===== src/sv/sdd_ram.sv =====
// Generic single-port-write, single-port-read RAM with registered read data.
module sdd_ram #(
  parameter int unsigned WIDTH = 8,
  parameter int unsigned DEPTH = 16
) (
  input  logic                     clk,
  input  logic                     we,
  input  logic [$clog2(DEPTH)-1:0] waddr,
  input  logic [WIDTH-1:0]         wdata,
  input  logic                     re,
  input  logic [$clog2(DEPTH)-1:0] raddr,
  output logic [WIDTH-1:0]         rdata
);

  logic [WIDTH-1:0] mem [DEPTH];

  always_ff @(posedge clk) begin
    if (we) begin
      mem[waddr] <= wdata;
    end
    if (re) begin
      rdata <= mem[raddr];
    end
  end

endmodule

===== config.mk =====
export PLATFORM = sky130hd
export DESIGN_NAME = sdd_ram
export DESIGN_NICKNAME = d
export VERILOG_FILES = /design/src/sv/sdd_ram.sv
export SDC_FILE = /design/constraint.sdc
export NUM_CORES = 1
export LEC_CHECK = 0
export ABC_AREA = 1
export ABC_CLOCK_PERIOD_IN_PS = 1160
export BUFFER_PORTS_ARGS = -buffer_cell sky130_fd_sc_hd__buf_2
export CELL_PAD_IN_SITES_DETAIL_PLACEMENT = 1
export CELL_PAD_IN_SITES_GLOBAL_PLACEMENT = 2
export CORE_ASPECT_RATIO = 1.1
export CORE_MARGIN = 4
export CORE_UTILIZATION = 30
export CTS_CLUSTER_SIZE = 12
export DETAILED_ROUTE_END_ITERATION = 8
export PLACE_DENSITY_LB_ADDON = 0.1
export SETUP_SLACK_MARGIN = 0.2
export SLEW_MARGIN = 20
export SYNTH_ARGS = -nofsm -noshare
export SYNTH_HDL_FRONTEND = slang
export SYNTH_SLANG_ARGS = --single-unit
export TNS_END_PERCENT = 1

===== constraint.sdc =====
create_clock -name clk -period 1.16 [get_ports clk]
set_clock_uncertainty 0.2 [all_clocks]
set_input_delay 0.116 -clock clk [delete_from_list [all_inputs] [get_ports clk]]
set_output_delay 0.116 -clock clk [all_outputs]
set_load 0.03 [all_outputs]

==> flow_metrics.env <==
export IMPL_status="finished, violations left"
export IMPL_violations="negative hold slack, negative setup slack"
export IMPL_period_minus_slack_ns=1.339
export IMPL_multiInputGateArea_sq_um=1431
export IMPL_cell_internal_pwr_mw=9.449
export IMPL_hold_buffers=1
export IMPL_vias_per_cell=4.463
export IMPL_endpoint_kind="primary output"
export IMPL_placed_cells=843
export IMPL_vias=3910
export IMPL_dieArea_sq_um=21790
export IMPL_yosysSeqAreaShare_pct=69.85
export IMPL_stdcell_area_sq_um=7595
export IMPL_avgRoutedWirePerCell_microns=18.93
export IMPL_ys_ff_latch=136
export IMPL_syn_avg_cell_area_sq_um=10.61
export IMPL_dpl_hpwl_mm=11.35
export IMPL_die_w_microns=141.1
export IMPL_first_global_vias=4193
export IMPL_grt_max_degree=30
export IMPL_p_per_area_nw_per_um2=1600
export IMPL_cts_setup_buffers=0
export IMPL_final_fill_count=2114
export IMPL_syn_inst=551
export IMPL_final_cell_mix="nand2_1 (166), edfxtp_1 (136), inv_1 (99)"
export IMPL_crit_family="flip-flops"
export IMPL_post_route_period_util_pct=115.5
export IMPL_synth_top_area_share_pct=69.85
export IMPL_drv_slew=0
export IMPL_worstSetupPathType="flip-flop to primary output"
export IMPL_path_buf_inv=1
export IMPL_hold_path_class="input pin to flip-flop"
export IMPL_rsz0062_at_grt="true"
export IMPL_synth_fp_nets=570
export IMPL_ant_nets=0
export IMPL_dp_slack_ns=-0.4475
export IMPL_antenna_found_initial=0
export IMPL_drt_iter0_drc=212
export IMPL_cpPeakStageDelay_ns=0.43
export IMPL_cts_sinks=136
export IMPL_numPortBuffers=26
export IMPL_dpl_cell_area_sq_um=6720
export IMPL_yosysTopAreaCell="edfxtp_1"
export IMPL_seqPwrFrac_pct=45.9
export IMPL_finalSetupViolations=16
export IMPL_setup_tns_ns=-2.062
export IMPL_nNetsFinal=635
export IMPL_netlist_area_sq_um=5847
export IMPL_worst_pin_slew_ns=0.4394
export IMPL_io_pins=27
export IMPL_postLayoutCoreUtil_pct=39.63
export IMPL_cp_required_ns=0.84
export IMPL_clockPowerShare_pct=46.2
export IMPL_synth_area_leaders="edfxtp_1 (70%), nand2_1 (11%), nand3_1 (8.3%)"
export IMPL_cts_buffers=17
export IMPL_hold_viol=124
export IMPL_critical_path_peak_fanout=1
export IMPL_path_cells="buf_6"
export IMPL_finalPower_mw=12.15
export IMPL_root_buffer="clkbuf_16"
export IMPL_fp_row_count=53
export IMPL_power_frac_comb_pct=8.0
export IMPL_worst_slack_ns=-0.1794
export IMPL_cts_tree="done"
export IMPL_clk_path_buf_depth=2
export IMPL_critical_path_slowest_cell="edfxtp_1"
export IMPL_max_cap_violations=0
export IMPL_synthDistinctLibCells=11
export IMPL_die_h_microns=154.4
export IMPL_clk_pin_slew_ns=0.06
export IMPL_gp_congestion=0.7788
export IMPL_startpoint_type="flip-flop"
export IMPL_yosysWarnings=0
export IMPL_register_area_sq_um=4084
export IMPL_area_delta_synth_final_pct=29.90
export IMPL_coreArea_sq_um=19160
export IMPL_dr_pass1_iters=4
export IMPL_start_util_pct=30.51
export IMPL_grt_use_total_pct=16.10
export IMPL_swShare_pct=22.23
export IMPL_drc=0
export IMPL_power_leakage_nw=3.196
export IMPL_drive_gt1_share_pct=24.80
export IMPL_h_tree_depth=4
export IMPL_grt_pass1_wl_mm=25.54
export IMPL_antenna_cells=0
export IMPL_power_switching_mw=2.701
export IMPL_worstPathArrival_ns=1.02
export IMPL_grt_overflow=0
export IMPL_final_cells=876
export IMPL_drt_wl_total_mm=16.58
export IMPL_clock_latency_ns=0.42
export IMPL_peakVddDrop_mv=1.031
export IMPL_fmax_ghz=0.7466
export IMPL_holdWs_ns=-0.1243
export IMPL_final_common_cell="nand2_1"
export IMPL_slew_headroom_pct=70.67
Yosys cell counts (all sizes together):
| cell | instances |
|---|---|
| nand2 | 173 |
| inv | 102 |
| nand3b | 2 |
| buf | 24 |
| edfxtp | 136 |
| nor2 | 17 |
| nand3 | 97 |
registers in the layout, indices dropped and copies added (netlist names):
| name | cells |
|---|---|
| mem | 128 |
| rdata | 8 |
path summary, 6_finish.rpt:
path              cells after the start  slack [ns]    endpoint      start
hold / removal                        2       -0.12  mem[10][3]   wdata[3]
setup / recovery                      1       -0.18    rdata[0]   rdata[0]
setup reg to reg                      6       -0.15    rdata[0]  mem[6][0]
hold reg to reg                       6        0.56    rdata[1]  mem[2][1]
cell type report:
cell class / count / share of cell area (%)
clock buffers: 18 / 5.651
repair buffers: 70 / 10.23
well taps: 247 / 4.069
multi-input cells: 289 / 18.85
inverters: 102 / 5.041
clock inverters: 14 / 2.389
flip-flops and latches: 136 / 53.77
kinds of logic after synthesis:
kind of cell / Yosys count / synth area share (%)
AND/OR/NAND/NOR: 289 / 20.76
buffers and inverters: 126 / 9.394
flip-flops: 136 / 69.85
metal layers:
layer / up-vias / GRT usage (%) / share of wire (%)
met5: - / 0 / 0
met4: 0 / 5.399 / 1.2
met3: 15 / 2.968 / 3.5
met2: 72 / 25.77 / 48
met1: 1911 / 22.11 / 48
li1: 1912 / - / -
worst register-to-register path: cells and delay by family (launching register included):
| family | cells | cell delay, ns |
|---|---|---|
| simple gates | 5 | 0.42 |
| buf+inv | 1 | 0.09 |
| flops | 1 | 0.36 |
power groups by stage:
stage,combinational [mW],sequential (mW),clock [mW]
CTS,0.964,5.58,5.72
floorplan,0.399,5.71,0
global placement,0.891,5.67,0
global route,1.06,5.58,5.96
detailed placement,0.897,5.67,0
finish,0.967,5.58,5.61
repair_timing:
item,in CTS,in global routing
endpoints found under the setup margin,16,83
pin swaps,5,9
resized for setup,40,25
endpoints found under the hold margin,136,124
(Power assumes the default switching activity.)
